[src/hw/rtl/tdm_pkg.sv]
// Shared constants for the trough detector with merge.
// Register widths, register map and result buffer sizing; no dependencies.
`timescale 1ns / 1ps

package tdm_pkg;

  // Configuration register widths
  localparam int WL_BITS  = 6;
  localparam int MD_BITS  = 20;
  localparam int THR_BITS = 16;

  // Configuration port
  localparam int APB_DATA_BITS = 32;
  localparam int APB_ADDR_BITS = 4;

  // Register indexes, taken from paddr[3:2]
  localparam logic [1:0] REG_WINDOW_LENGTH    = 2'd0;
  localparam logic [1:0] REG_MERGE_DISTANCE   = 2'd1;
  localparam logic [1:0] REG_TROUGH_THRESHOLD = 2'd2;

  // Register reset values
  localparam logic [WL_BITS-1:0]  WINDOW_LENGTH_RST    = 6'd4;
  localparam logic [MD_BITS-1:0]  MERGE_DISTANCE_RST   = 20'd0;
  localparam logic [THR_BITS-1:0] TROUGH_THRESHOLD_RST = 16'd0;

  // Result buffer: one item can produce two results
  localparam int FIFO_DEPTH = 4;
  localparam int PTR_BITS   = 2;
  localparam int LEVEL_BITS = 3;

endpackage

[src/hw/rtl/tdm_window.sv]
// Sample history shift line, backward window compare and sample index counter.
// Depends on tdm_pkg for the window length register width.
`timescale 1ns / 1ps

module tdm_window #(
  parameter int WINDOW_MAX  = 32,
  parameter int INDEX_BITS  = 20,
  parameter int SAMPLE_BITS = 16
) (
  input  logic                          clk,
  input  logic                          rst,
  input  logic                          accept,
  input  logic                          last,
  input  logic signed [SAMPLE_BITS-1:0] sample,
  input  logic [tdm_pkg::WL_BITS-1:0]   window_length,
  input  logic signed [SAMPLE_BITS-1:0] threshold,
  output logic                          trough,
  output logic [INDEX_BITS-1:0]         index
);

  localparam int HIST_DEPTH = WINDOW_MAX - 1;
  localparam int WLC_FULL   = $clog2(WINDOW_MAX + 1);
  localparam int WLC_BITS   = (WLC_FULL > tdm_pkg::WL_BITS) ? tdm_pkg::WL_BITS : WLC_FULL;

  logic signed [SAMPLE_BITS-1:0] history [HIST_DEPTH];
  logic [WLC_BITS-1:0]           wl_eff;
  logic [HIST_DEPTH-1:0]         lane_ok;
  logic                          index_ok;

  // clamp an oversized window to the history depth plus the current sample
  assign wl_eff = (32'(window_length) > 32'(WINDOW_MAX)) ? WLC_BITS'(WINDOW_MAX)
                                                         : WLC_BITS'(window_length);

  // lanes beyond the window pass unconditionally
  for (genvar k = 0; k < HIST_DEPTH; k++) begin : g_lane
    assign lane_ok[k] = (32'(k + 1) >= 32'(wl_eff)) || (sample <= history[k]);
  end

  assign index_ok = ({1'b0, index} >= (INDEX_BITS + 1)'(wl_eff));
  assign trough   = index_ok && (&lane_ok) && (sample <= threshold);

  always_ff @(posedge clk) begin
    if (rst || (accept && last)) begin
      for (int k = 0; k < HIST_DEPTH; k++) begin
        history[k] <= '0;
      end
    end else if (accept) begin
      history[0] <= sample;
      for (int k = 1; k < HIST_DEPTH; k++) begin
        history[k] <= history[k-1];
      end
    end
  end

  // saturate at all ones
  always_ff @(posedge clk) begin
    if (rst || (accept && last)) begin
      index <= '0;
    end else if (accept && (index != '1)) begin
      index <= index + INDEX_BITS'(1);
    end
  end

endmodule

[src/hw/rtl/tdm_merge.sv]
// Pending trough register, merge test and result formation (up to two per sample).
// Depends on tdm_pkg for the merge distance width.
`timescale 1ns / 1ps

module tdm_merge #(
  parameter int INDEX_BITS = 20
) (
  input  logic                        clk,
  input  logic                        rst,
  input  logic                        accept,
  input  logic                        last,
  input  logic                        trough,
  input  logic [INDEX_BITS-1:0]       index,
  input  logic [tdm_pkg::MD_BITS-1:0] merge_distance,
  output logic [1:0]                  push_cnt,
  output logic [INDEX_BITS+1:0]       push_a,
  output logic [INDEX_BITS+1:0]       push_b
);

  localparam int SUM_BITS =
    ((INDEX_BITS > tdm_pkg::MD_BITS) ? INDEX_BITS : tdm_pkg::MD_BITS) + 1;

  logic [INDEX_BITS-1:0] pending_index;
  logic                  pending_valid;
  logic                  merge_hit;
  logic                  emit_old;
  logic                  pv_after;
  logic [INDEX_BITS-1:0] pi_after;
  logic [INDEX_BITS+1:0] entry_old;
  logic [INDEX_BITS+1:0] entry_end;

  // compare without wrap-around
  assign merge_hit = pending_valid &&
                     (SUM_BITS'(index) <= SUM_BITS'(pending_index) + SUM_BITS'(merge_distance));
  assign emit_old  = trough && pending_valid && !merge_hit;
  assign pv_after  = pending_valid || trough;
  assign pi_after  = trough ? index : pending_index;

  // entry layout from the lowest bit: index, index valid, end of stream
  assign entry_old = {1'b0, 1'b1, pending_index};
  assign entry_end = {1'b1, pv_after, pv_after ? pi_after : '0};

  assign push_a   = emit_old ? entry_old : entry_end;
  assign push_b   = entry_end;
  assign push_cnt = accept ? (2'(emit_old) + 2'(last)) : 2'd0;

  always_ff @(posedge clk) begin
    if (rst || (accept && last)) begin
      pending_valid <= 1'b0;
      pending_index <= '0;
    end else if (accept && trough) begin
      pending_valid <= 1'b1;
      pending_index <= index;
    end
  end

endmodule

[src/hw/rtl/tdm_result_fifo.sv]
// Small result buffer taking zero, one or two entries per cycle, one out per transfer.
// Depends on tdm_pkg for depth, pointer and level widths.
`timescale 1ns / 1ps

module tdm_result_fifo #(
  parameter int ENTRY_BITS = 22
) (
  input  logic                           clk,
  input  logic                           rst,
  input  logic [1:0]                     push_cnt,
  input  logic [ENTRY_BITS-1:0]          push_a,
  input  logic [ENTRY_BITS-1:0]          push_b,
  input  logic                           pop,
  output logic                           out_valid,
  output logic [ENTRY_BITS-1:0]          out_entry,
  output logic [tdm_pkg::LEVEL_BITS-1:0] level
);

  logic [ENTRY_BITS-1:0]               mem [tdm_pkg::FIFO_DEPTH];
  logic [tdm_pkg::PTR_BITS-1:0]        wr_ptr;
  logic [tdm_pkg::PTR_BITS-1:0]        rd_ptr;
  logic [tdm_pkg::PTR_BITS-1:0]        wr_ptr_b;
  logic [tdm_pkg::LEVEL_BITS-1:0]      level_next;

  assign wr_ptr_b   = wr_ptr + tdm_pkg::PTR_BITS'(1);
  assign out_valid  = (level != '0);
  assign out_entry  = mem[rd_ptr];
  assign level_next = level + tdm_pkg::LEVEL_BITS'(push_cnt)
                      - tdm_pkg::LEVEL_BITS'(pop);

  always_ff @(posedge clk) begin
    if (push_cnt != 2'd0) begin
      mem[wr_ptr] <= push_a;
    end
    if (push_cnt == 2'd2) begin
      mem[wr_ptr_b] <= push_b;
    end
  end

  always_ff @(posedge clk) begin
    if (rst) begin
      wr_ptr <= '0;
      rd_ptr <= '0;
      level  <= '0;
    end else begin
      wr_ptr <= wr_ptr + tdm_pkg::PTR_BITS'(push_cnt);
      if (pop) begin
        rd_ptr <= rd_ptr + tdm_pkg::PTR_BITS'(1);
      end
      level <= level_next;
    end
  end

endmodule

[src/hw/rtl/trough_detector_with_merge_unit.sv]
// Top level of the trough detector with merge: stream ports, APB registers.
// Depends on tdm_pkg, tdm_window, tdm_merge and tdm_result_fifo.
`timescale 1ns / 1ps

// Usage
//   Samples enter on the s_ channel, one per transfer, s_tlast on the final
//   sample of a stream. Each sample is judged against the previous
//   window_length-1 samples and the threshold in the cycle it is accepted;
//   troughs within merge_distance of the pending one replace it.
//   Results leave on the m_ channel: trough index in m_tdata, index valid in
//   m_tuser, end of stream in m_tlast. A sample yields zero, one or two
//   results; the final sample always yields one or two.
//   Results are registered in the result buffer as their samples are accepted.
//   Throughput: one sample per cycle while s_tready is high; the window
//   compare is a parallel reduction over the registered history. A four-entry
//   result buffer sits between the sides; s_tready drops only while it holds
//   three or more results, i.e. when the receiver stalls.
//   Reset clears the history, sample index, pending trough and buffer, and
//   loads the register defaults (window 4, merge distance 0, threshold 0).
//   Write registers only while the block is idle.
module trough_detector_with_merge_unit #(
  parameter int WINDOW_MAX  = 32,
  parameter int INDEX_BITS  = 20,
  parameter int SAMPLE_BITS = 16
) (
  input  logic                                 clk,
  input  logic                                 rst,
  // stream in
  input  logic                                 s_tvalid,
  output logic                                 s_tready,
  input  logic [((SAMPLE_BITS+7)/8)*8-1:0]     s_tdata,   // [SAMPLE_BITS-1:0] sample
  input  logic                                 s_tlast,   // last_sample
  // stream out
  output logic                                 m_tvalid,
  input  logic                                 m_tready,
  output logic [((INDEX_BITS+7)/8)*8-1:0]      m_tdata,   // [INDEX_BITS-1:0] trough_index
  output logic                                 m_tuser,   // index_valid
  output logic                                 m_tlast,   // end_of_stream
  // configuration
  input  logic                                 psel,
  input  logic                                 penable,
  input  logic                                 pwrite,
  input  logic [tdm_pkg::APB_ADDR_BITS-1:0]    paddr,
  input  logic [tdm_pkg::APB_DATA_BITS-1:0]    pwdata,
  output logic [tdm_pkg::APB_DATA_BITS-1:0]    prdata,
  output logic                                 pready
);

  localparam int OUT_TDATA_BITS = ((INDEX_BITS + 7) / 8) * 8;
  localparam int ENTRY_BITS     = INDEX_BITS + 2;

  logic [tdm_pkg::WL_BITS-1:0]         window_length;
  logic [tdm_pkg::MD_BITS-1:0]         merge_distance;
  logic signed [tdm_pkg::THR_BITS-1:0] trough_threshold;

  logic                          cfg_write;
  logic                          accept;
  logic signed [SAMPLE_BITS-1:0] sample;
  logic signed [SAMPLE_BITS-1:0] threshold;
  logic                          trough;
  logic [INDEX_BITS-1:0]         index;
  logic [1:0]                    push_cnt;
  logic [ENTRY_BITS-1:0]         push_a;
  logic [ENTRY_BITS-1:0]         push_b;
  logic [ENTRY_BITS-1:0]         out_entry;
  logic [tdm_pkg::LEVEL_BITS-1:0] level;

  // configuration registers
  assign pready    = 1'b1;
  assign cfg_write = psel && penable && pwrite && pready;

  always_ff @(posedge clk) begin
    if (rst) begin
      window_length    <= tdm_pkg::WINDOW_LENGTH_RST;
      merge_distance   <= tdm_pkg::MERGE_DISTANCE_RST;
      trough_threshold <= tdm_pkg::TROUGH_THRESHOLD_RST;
    end else if (cfg_write) begin
      case (paddr[3:2])
        tdm_pkg::REG_WINDOW_LENGTH:    window_length    <= pwdata[tdm_pkg::WL_BITS-1:0];
        tdm_pkg::REG_MERGE_DISTANCE:   merge_distance   <= pwdata[tdm_pkg::MD_BITS-1:0];
        tdm_pkg::REG_TROUGH_THRESHOLD: trough_threshold <= pwdata[tdm_pkg::THR_BITS-1:0];
        default: ;
      endcase
    end
  end

  always_comb begin
    case (paddr[3:2])
      tdm_pkg::REG_WINDOW_LENGTH:    prdata = tdm_pkg::APB_DATA_BITS'(window_length);
      tdm_pkg::REG_MERGE_DISTANCE:   prdata = tdm_pkg::APB_DATA_BITS'(merge_distance);
      tdm_pkg::REG_TROUGH_THRESHOLD:
        prdata = tdm_pkg::APB_DATA_BITS'($unsigned(trough_threshold));
      default:                       prdata = '0;
    endcase
  end

  // input side
  assign accept    = s_tvalid && s_tready;
  assign sample    = $signed(s_tdata[SAMPLE_BITS-1:0]);
  assign threshold = SAMPLE_BITS'(trough_threshold);
  assign s_tready  = (level <= tdm_pkg::LEVEL_BITS'(tdm_pkg::FIFO_DEPTH - 2));

  tdm_window #(
    .WINDOW_MAX  (WINDOW_MAX),
    .INDEX_BITS  (INDEX_BITS),
    .SAMPLE_BITS (SAMPLE_BITS)
  ) u_window (
    .clk           (clk),
    .rst           (rst),
    .accept        (accept),
    .last          (s_tlast),
    .sample        (sample),
    .window_length (window_length),
    .threshold     (threshold),
    .trough        (trough),
    .index         (index)
  );

  tdm_merge #(
    .INDEX_BITS (INDEX_BITS)
  ) u_merge (
    .clk            (clk),
    .rst            (rst),
    .accept         (accept),
    .last           (s_tlast),
    .trough         (trough),
    .index          (index),
    .merge_distance (merge_distance),
    .push_cnt       (push_cnt),
    .push_a         (push_a),
    .push_b         (push_b)
  );

  tdm_result_fifo #(
    .ENTRY_BITS (ENTRY_BITS)
  ) u_fifo (
    .clk       (clk),
    .rst       (rst),
    .push_cnt  (push_cnt),
    .push_a    (push_a),
    .push_b    (push_b),
    .pop       (m_tvalid && m_tready),
    .out_valid (m_tvalid),
    .out_entry (out_entry),
    .level     (level)
  );

  // output side
  assign m_tdata = OUT_TDATA_BITS'(out_entry[INDEX_BITS-1:0]);
  assign m_tuser = out_entry[INDEX_BITS];
  assign m_tlast = out_entry[INDEX_BITS+1];

  // the final sample of a stream always leaves a result behind
  a_end_result: assert property (@(posedge clk) disable iff (rst)
    (s_tvalid && s_tready && s_tlast) |=> m_tvalid)
    else $error("no result after final sample");

  // buffer never overfills
  a_no_overflow: assert property (@(posedge clk) disable iff (rst)
    level <= tdm_pkg::LEVEL_BITS'(tdm_pkg::FIFO_DEPTH))
    else $error("result buffer overflow");

  // an empty buffer never holds off the input
  a_empty_ready: assert property (@(posedge clk) disable iff (rst)
    !m_tvalid |-> s_tready)
    else $error("input stalled with empty result buffer");

endmodule
[config.mk]
export PLATFORM = sky130hd
export DESIGN_NAME = trough_detector_with_merge_unit
export DESIGN_NICKNAME = d
export VERILOG_FILES = /design/src/hw/rtl/tdm_pkg.sv /design/src/hw/rtl/tdm_window.sv /design/src/hw/rtl/tdm_merge.sv /design/src/hw/rtl/tdm_result_fifo.sv /design/src/hw/rtl/trough_detector_with_merge_unit.sv
export SDC_FILE = /design/constraint.sdc
export NUM_CORES = 2
export LEC_CHECK = 0
export ABC_AREA = 1
export CAP_MARGIN = 20
export CORE_MARGIN = 4
export CORE_UTILIZATION = 28
export DETAILED_ROUTE_END_ITERATION = 10
export DONT_BUFFER_PORTS = 1
export HOLD_SLACK_MARGIN = 0.05
export PLACE_DENSITY_LB_ADDON = 0.12
export SLEW_MARGIN = 25
export SYNTH_ARGS = -nofsm -noshare
export SYNTH_HDL_FRONTEND = slang
export SYNTH_HIERARCHICAL = 1
export SYNTH_SLANG_ARGS = --single-unit
[constraint.sdc]
create_clock -name clk -period 9.1 [get_ports clk]
set_input_delay 0.91 -clock clk [delete_from_list [all_inputs] [get_ports clk]]
set_output_delay 0.91 -clock clk [all_outputs]
set_load 0.005 [all_outputs]
# ---- After elaboration in Yosys (flattened, before gate mapping)
# Memory sizes are Yosys's and may differ from the RTL's. A register that Yosys moved wholly into a read port is not among the register bits.
# Index checks and enable logic that the tools add are counted.
dict set report classes {
  addsub 8
  n_mux 48
  n_bitwise 31
  n_reduce_logical 53
  n_eq_ne 4
  n_lt_le_gt_ge 67
}
# cell count
set op_table {}
lappend op_table {{$le A16 B16 Y1} 32}
lappend op_table {{$mux W16} 31}
lappend op_table {{$ge A5 B6 Y1 const A} 16}
lappend op_table {{$pmux W20 S3} 1}
lappend op_table {{$ge A4 B6 Y1 const A} 8}
lappend op_table {{$mux W20} 2}
lappend op_table {{$logic_or A1 B1 Y1} 33}
lappend op_table {{$or A1 B1 Y1} 31}
lappend op_table {{$reduce_and A31 Y1} 1}
lappend op_table {{$ge A3 B6 Y1 const A} 4}
lappend op_table {{$mux W22} 1}
lappend op_table {{$add A20 B20 Y21} 1}
lappend op_table {{$le A20 B21 Y1} 1}
lappend op_table {{$add A20 B1 Y20 const B} 1}
lappend op_table {{$ge A20 B6 Y1} 1}
lappend op_table {{$ne A20 B20 Y1 const B} 1}
lappend op_table {{$ge A2 B6 Y1 const A} 2}
lappend op_table {{$logic_and A1 B1 Y1} 12}
lappend op_table {{$mux W1} 9}
lappend op_table {{$ge A1 B6 Y1 const A} 1}
lappend op_table {{$gt A6 B6 Y1 const B} 1}
lappend op_table {{$mux W2} 3}
lappend op_table {{$mux W6} 1}
lappend op_table {{$reduce_and A2 Y1} 3}
lappend op_table {{other kinds (12)} 14}
dict set report totals {
  register_bits 90
  memories 2
  word_cells 222
  out_inout_bits 61
  mem_bits_rw 584
}
# memory words word_bits read_ports rd_clocked_by_memory_dff wr line_no
set mem_list {}
lappend mem_list {u_window.history 31 16 31 0 31 tdm_window.sv:25} ;# logic signed [SAMPLE_BITS-1:0] history [HIST_DEPTH];
lappend mem_list {u_fifo.mem 4 22 1 1 2 tdm_result_fifo.sv:19} ;# logic [ENTRY_BITS-1:0] mem [tdm_pkg::FIFO_DEPTH];

# ---- Longest topological paths before layout
dict set report logic_depth {
  depth_word 14
  ltp_mapped 34
  depth_no_buf 34
}

# ---- Modules after synthesis
# Netlist, hierarchy kept.
# module area_each_um2 seq_area_each_um2 cells_per_inst instances
set modules_own_cells {}
lappend modules_own_cells {tdm_window 32877.8 15294.7 3717 1}
lappend modules_own_cells {tdm_result_fifo 5227.5 2822.7 537 1}
lappend modules_own_cells {tdm_merge 2860.2 420.4 447 1}
lappend modules_own_cells {trough_detector_with_merge_unit 2175.8 840.8 348 1}

# ---- Worst setup path before layout
# Ideal clock, no wire load.
dict set report synth_timing {
  path_type {in2reg}
  startpoint {input port s_tvalid}
  endpoint {memory u_window.history[0][0] (enable)}
  t_required_ns 8.443
  stages 5
  t_arrival_ns 7.658
  path_slack_ns 0.785
  setup_time_ns 0.657
  path_buffers 1
  path_cell_list {and2_1 > a21oi_1 > inv_2 > clkbuf_1 > or2_2}
}
# item line_no
set synth_lines {}
lappend synth_lines {{start, declared} trough_detector_with_merge_unit.sv:29} ;# input logic s_tvalid,
lappend synth_lines {{end, declared} tdm_window.sv:25}

==> summary.txt <==
Outcome
  – Run status: finished clean

Timing
  – Setup Skew: 0.03812 ns
  – Pin slew with the least headroom to its limit: between 1 and 1.5 ns
  – Portion of the clock cycle consumed by the worst path in the final layout: 70.05%
  – Count of endpoints failing hold in the final timing report: 0
  – Unrepaired setup endpoints after global routing: false
  – Final-layout setup total negative slack: 0 ns
  – Fin. max-slew vios: 0
  – Max transition margin: 29.93%
  – Top achievable clock speed: 156.9 MHz
  – Worst Hold Slack: 0.2992 ns
  – Number of endpoints failing setup at the final stage: 0
  – Minimum clock period: 6.374 ns

Pwr
  – PnR Total Power: 9.852 mW
  – Maximum ir drop on the vdd rail: 0.1454 mV
  – Clock network fraction of design power: 34.8%
  – Power Dens Cells: between 200 and 250 nW/um^2
  – Sequential share of power: 41.9%
  – Int Power: 6.728 mW
  – Switching power: 3.124 mW
  – Leakage Power: 21.04 nW
  – Gate power share: around a quarter
  – Switching Share: 31.71%

Clocking
  – Clk_lat worst skew: 0.70 ns
  – Clock Root Buffer: sky130_fd_sc_hd__clkbuf_16
  – Maximum count of clock buffers along a single path: 3
  – Post-CTS clock slew at the launch and capture registers of the worst setup and hold paths: approximately 0.06 ns
  – Number of setup buffers added after CTS: 0
  – Clock buffer count from CTS: 89
  – Count of hold-fix buffers inserted at cts: 0
  – Post-cts gate resize count: 0
  – Maximum level of the CTS H-tree: 3
  – Clock tree from TritonCTS: yes
  – Number of clock sinks seen by CTS: between 600 and 700

Critical path
  – Type of the setup path with the least slack: flop to flop
  – Type of element capturing the critical path: flop
  – Start of the worst register-to-register path: window_length[5]$_SDFFE_PP0P_
  – Required time worst endpoint: 9.43 ns
  – Startpoint type of the worst setup path: flop
  – Maximum fanout along the worst path: 45
  – Worst Reg-to-Reg Cells: 25
  – Worst reg-to-reg setup slack: 2.73 ns
  – R2r endpoint: u_fifo/mem[2][21]$_DFFE_PP_
  – Data arrival at the endpoint of the critical path: 6.71 ns

Hold path
  – Number of stages on the worst hold path: 1
  – Capture endpoint of the worst hold path: u_fifo/level[1]$_SDFF_PP0_
  – Hold crit path type: input pin to flop
  – Startpoint of the lowest-slack hold path: rst

Cells and area
  – Ant diodes: 0
  – Final Core Density: 31.49%
  – # nets final: 5663
  – Finished Layout Cells: 7144
  – Filler cells: 16200
  – Fraction of layout cells with a size suffix above 1: 5.534%
  – Area growth syn-to-layout: 11.42%

Logic synthesis
  – Primary FF master, synth: sky130_fd_sc_hd__edfxtp_1
  – Post-synthesis average cell area: 8.545 sq um
  – Async S/R FF share, synth: 0%
  – Post-synth design cell area: 43140 sq um
  – Area fraction of the dominant cell type after synthesis: 40.65%
  – Number of instances in the synthesized netlist: 5049
  – Number of unique standard cell types used by synthesis: 50
  – Count of yosys warnings during synthesis: 6
  – Number of synthesized flops with an enable pin: ~580
  – Cell accounting for the most synthesized area: sky130_fd_sc_hd__edfxtp_1
  – Largest cells by area after synthesis: sky130_fd_sc_hd__edfxtp_1, sky130_fd_sc_hd__ha_1, sky130_fd_sc_hd__nand2_1, sky130_fd_sc_hd__inv_1, sky130_fd_sc_hd__nor2_1
  – Proportion of synthesized chip area in sequential cells: approximately 45%
  – Synthesized flop and latch total: 676

GRT
  – Pin count of the biggest net entering global routing: 185
  – Number of antenna violations at the first check in global routing: 4
  – Vias in the first global route: 31340
  – Overall overflow remaining after global route: 0
  – All-layer global routing usage: 14.64%
  – Wire length of the first global-routing pass: 184.8 mm

Place
  – Half-perimeter wire length after placement: 77.62 mm
  – Routability congestion estimate: 0.8006
  – Number of instances in the placed design: about 7000
  – Number of port buffers: 0

Drt
  – Drt drc: 0
  – Post-detailed-route via-to-cell ratio: 4.435
  – Overall via count from detail_route: 31680
  – First drt pass iteration count: 5
  – Antenna-violating nets left: 0
  – Post-detailed-routing wire length: between 100 and 150 mm
  – Routed wirelength normalized by instance count: 16.59 um
  – Starting DRC count in detailed routing: 1641

Floorplanning
  – Effective utilization at floorplan: 28.27%
  – Die Span Y: 400.5 um
  – Area of the die: 160400 sq um
  – I/O pins: 121
  – Number of placement rows: 143
  – Area of the core: about 150000 sq um
  – Die X-Extent: 400.5 um

Flow run
  – Number of max-cap violations: 0
==> flip-flops by register name, indices dropped and copies added (netlist names), named ones only <==
name                   flops
merge_distance            20
u_fifo/mem                88
u_merge/pending_index     20
u_window/history         496
u_fifo/level               3
u_window/index            20
window_length              6
u_fifo/wr_ptr              2
u_fifo/rd_ptr              2
threshold                 16
u_merge/pending_valid      1
==> per-stage QoR <==
step / setup slack, ns / cell area, sq um
after floorplan: 0.7849 / 43200
after global placement: 2.218 / 45230
after detailed placement: 2.235 / 45230
after CTS: 2.640 / 48040
after global routing: 2.271 / 48070
final: 2.726 / 48070
==> how the worst max path moves through the flow <==
stage	start	end	slack, ns	cells past startpoint
finish	window_length[5]$_SDFFE_PP0P_	u_fifo/mem[2][21]$_DFFE_PP_	2.73	25
global route	window_length[5]$_SDFFE_PP0P_	u_fifo/mem[2][21]$_DFFE_PP_	2.27	25
CTS	window_length[5]$_SDFFE_PP0P_	u_fifo/mem[2][21]$_DFFE_PP_	2.64	25
detailed placement	s_tdata[0]	u_fifo/mem[2][10]$_DFFE_PP_	2.24	31
global placement	s_tdata[0]	u_fifo/mem[2][9]$_DFFE_PP_	2.22	31
floorplan	s_tvalid	u_window/history[0][0]$_SDFFCE_PN0P_	0.78	5
==> critical path, stage by stage (launching register included) <==
cell and delay [ns]:
sky130_fd_sc_hd__dfxtp_1 0.63, sky130_fd_sc_hd__nor2_1 0.24, sky130_fd_sc_hd__inv_2 0.31, sky130_fd_sc_hd__nand2_1 0.49, sky130_fd_sc_hd__nor2_1 0.53, sky130_fd_sc_hd__a31oi_1 0.07, sky130_fd_sc_hd__nand3_1 0.13, sky130_fd_sc_hd__nand2_1 0.22
sky130_fd_sc_hd__nand2_1 0.15, sky130_fd_sc_hd__nand2_1 0.06, sky130_fd_sc_hd__nand2_1 0.05, sky130_fd_sc_hd__nand2_1 0.10, sky130_fd_sc_hd__nor2_2 0.31, sky130_fd_sc_hd__inv_1 0.16, sky130_fd_sc_hd__nor3_1 0.16, sky130_fd_sc_hd__nand2_1 0.07
sky130_fd_sc_hd__nor2_1 0.08, sky130_fd_sc_hd__nand2_1 0.08, sky130_fd_sc_hd__inv_2 0.11, sky130_fd_sc_hd__nand2_4 0.35, sky130_fd_sc_hd__nor2_1 0.34, sky130_fd_sc_hd__inv_2 0.13, sky130_fd_sc_hd__nor2_8 0.17, sky130_fd_sc_hd__nand2_4 0.41
sky130_fd_sc_hd__o31ai_4 0.22, sky130_fd_sc_hd__buf_4 0.40
==> cell usage after synthesis (4+ instances only) <==
cell type,count
sky130_fd_sc_hd__a211oi_1,22
sky130_fd_sc_hd__a21o_1,12
sky130_fd_sc_hd__a21oi_1,284
sky130_fd_sc_hd__a31oi_1,9
sky130_fd_sc_hd__and2_1,4
sky130_fd_sc_hd__buf_1,7
sky130_fd_sc_hd__buf_2,12
sky130_fd_sc_hd__buf_4,27
sky130_fd_sc_hd__buf_6,21
sky130_fd_sc_hd__clkbuf_1,73
sky130_fd_sc_hd__dfxtp_1,92
sky130_fd_sc_hd__edfxtp_1,584
sky130_fd_sc_hd__ha_1,562
sky130_fd_sc_hd__inv_1,920
sky130_fd_sc_hd__inv_2,14
sky130_fd_sc_hd__nand2_1,945
sky130_fd_sc_hd__nand2_2,6
sky130_fd_sc_hd__nand2_4,6
sky130_fd_sc_hd__nand3_1,168
sky130_fd_sc_hd__nand3_2,4
sky130_fd_sc_hd__nand4_1,39
sky130_fd_sc_hd__nor2_1,819
sky130_fd_sc_hd__nor2_2,9
sky130_fd_sc_hd__nor2_4,4
sky130_fd_sc_hd__nor3_1,26
sky130_fd_sc_hd__nor4_1,12
sky130_fd_sc_hd__o211ai_1,23
sky130_fd_sc_hd__o21a_1,26
sky130_fd_sc_hd__o21ai_0,136
sky130_fd_sc_hd__o21ai_1,33
sky130_fd_sc_hd__o21ai_2,83
sky130_fd_sc_hd__o21bai_1,22
sky130_fd_sc_hd__xnor2_1,12
sky130_fd_sc_hd__xor2_1,8
==> cell families (layout without fill, tap and decap cells) <==
group	Yosys count	in the layout	share of synthesized area (%)
AOI/OAI and AO/OA	658	658	9.057
adders and majority gates	564	564	16.39
buffers and inverters	1075	1125	9.988
xor gates and xnor gates	20	20	0.4060
DFF	676	676	44.92
and+or+nand+nor	2053	2053	19.21
other	3	18	0.02610
==> layer usage <==
metal / track usage, % / vias up / wire, um
met5: 0 / - / 26
met3: 2.778 / 155 / 4649
met2: 23.16 / 425 / 51970
met1: 20.45 / 14690 / 58970
li1: - / 16410 / -
met4: 3.945 / 6 / 2925
==> power by group through the flow <==
stage,Combinational [mW],Sequential (mW),Clock (mW)
final,2.29,4.13,3.43
after CTS,2.34,4.13,3.58
after global placement,2.29,4.19,0
after detailed placement,2.32,4.19,0
after floorplan,1.74,4.23,0
after global routing,2.71,4.18,3.70
==> cell type report <==
cell class	count	area [sq um]	area share, %
clock buffers	129	2449	5.094
clock inverters	37	355.3	0.7393
inverters	935	3515	7.312
multi-input cells	3313	19580	40.72
flip-flops and latches	676	19380	40.32
well taps	2030	2540	5.284
repair buffers	24	254.0	0.5284
==> layout by cell type (no fill, tap or decap), drive strengths merged, types with 8 or more instances in the layout <==
| master | netlist | final |
|---|---|---|
| nor3 | 29 | 29 |
| clkinv | 1 | 29 |
| a21oi | 284 | 284 |
| a21o | 13 | 13 |
| xor2 | 8 | 8 |
| buf | 67 | 24 |
| a31oi | 9 | 9 |
| nor2 | 833 | 833 |
| nand4 | 39 | 39 |
| a211oi | 22 | 22 |
| o21ai | 252 | 252 |
| conb | 3 | 18 |
| clkbuf | 73 | 129 |
| nand3 | 172 | 172 |
| o21bai | 22 | 22 |
| o211ai | 24 | 24 |
| o21a | 26 | 26 |
| nor4 | 12 | 12 |
| nand2 | 957 | 957 |
| edfxtp | 584 | 584 |
| xnor2 | 12 | 12 |
| inv | 934 | 939 |
| ha | 562 | 562 |
| dfxtp | 92 | 92 |
(Power assumes the default switching activity.)
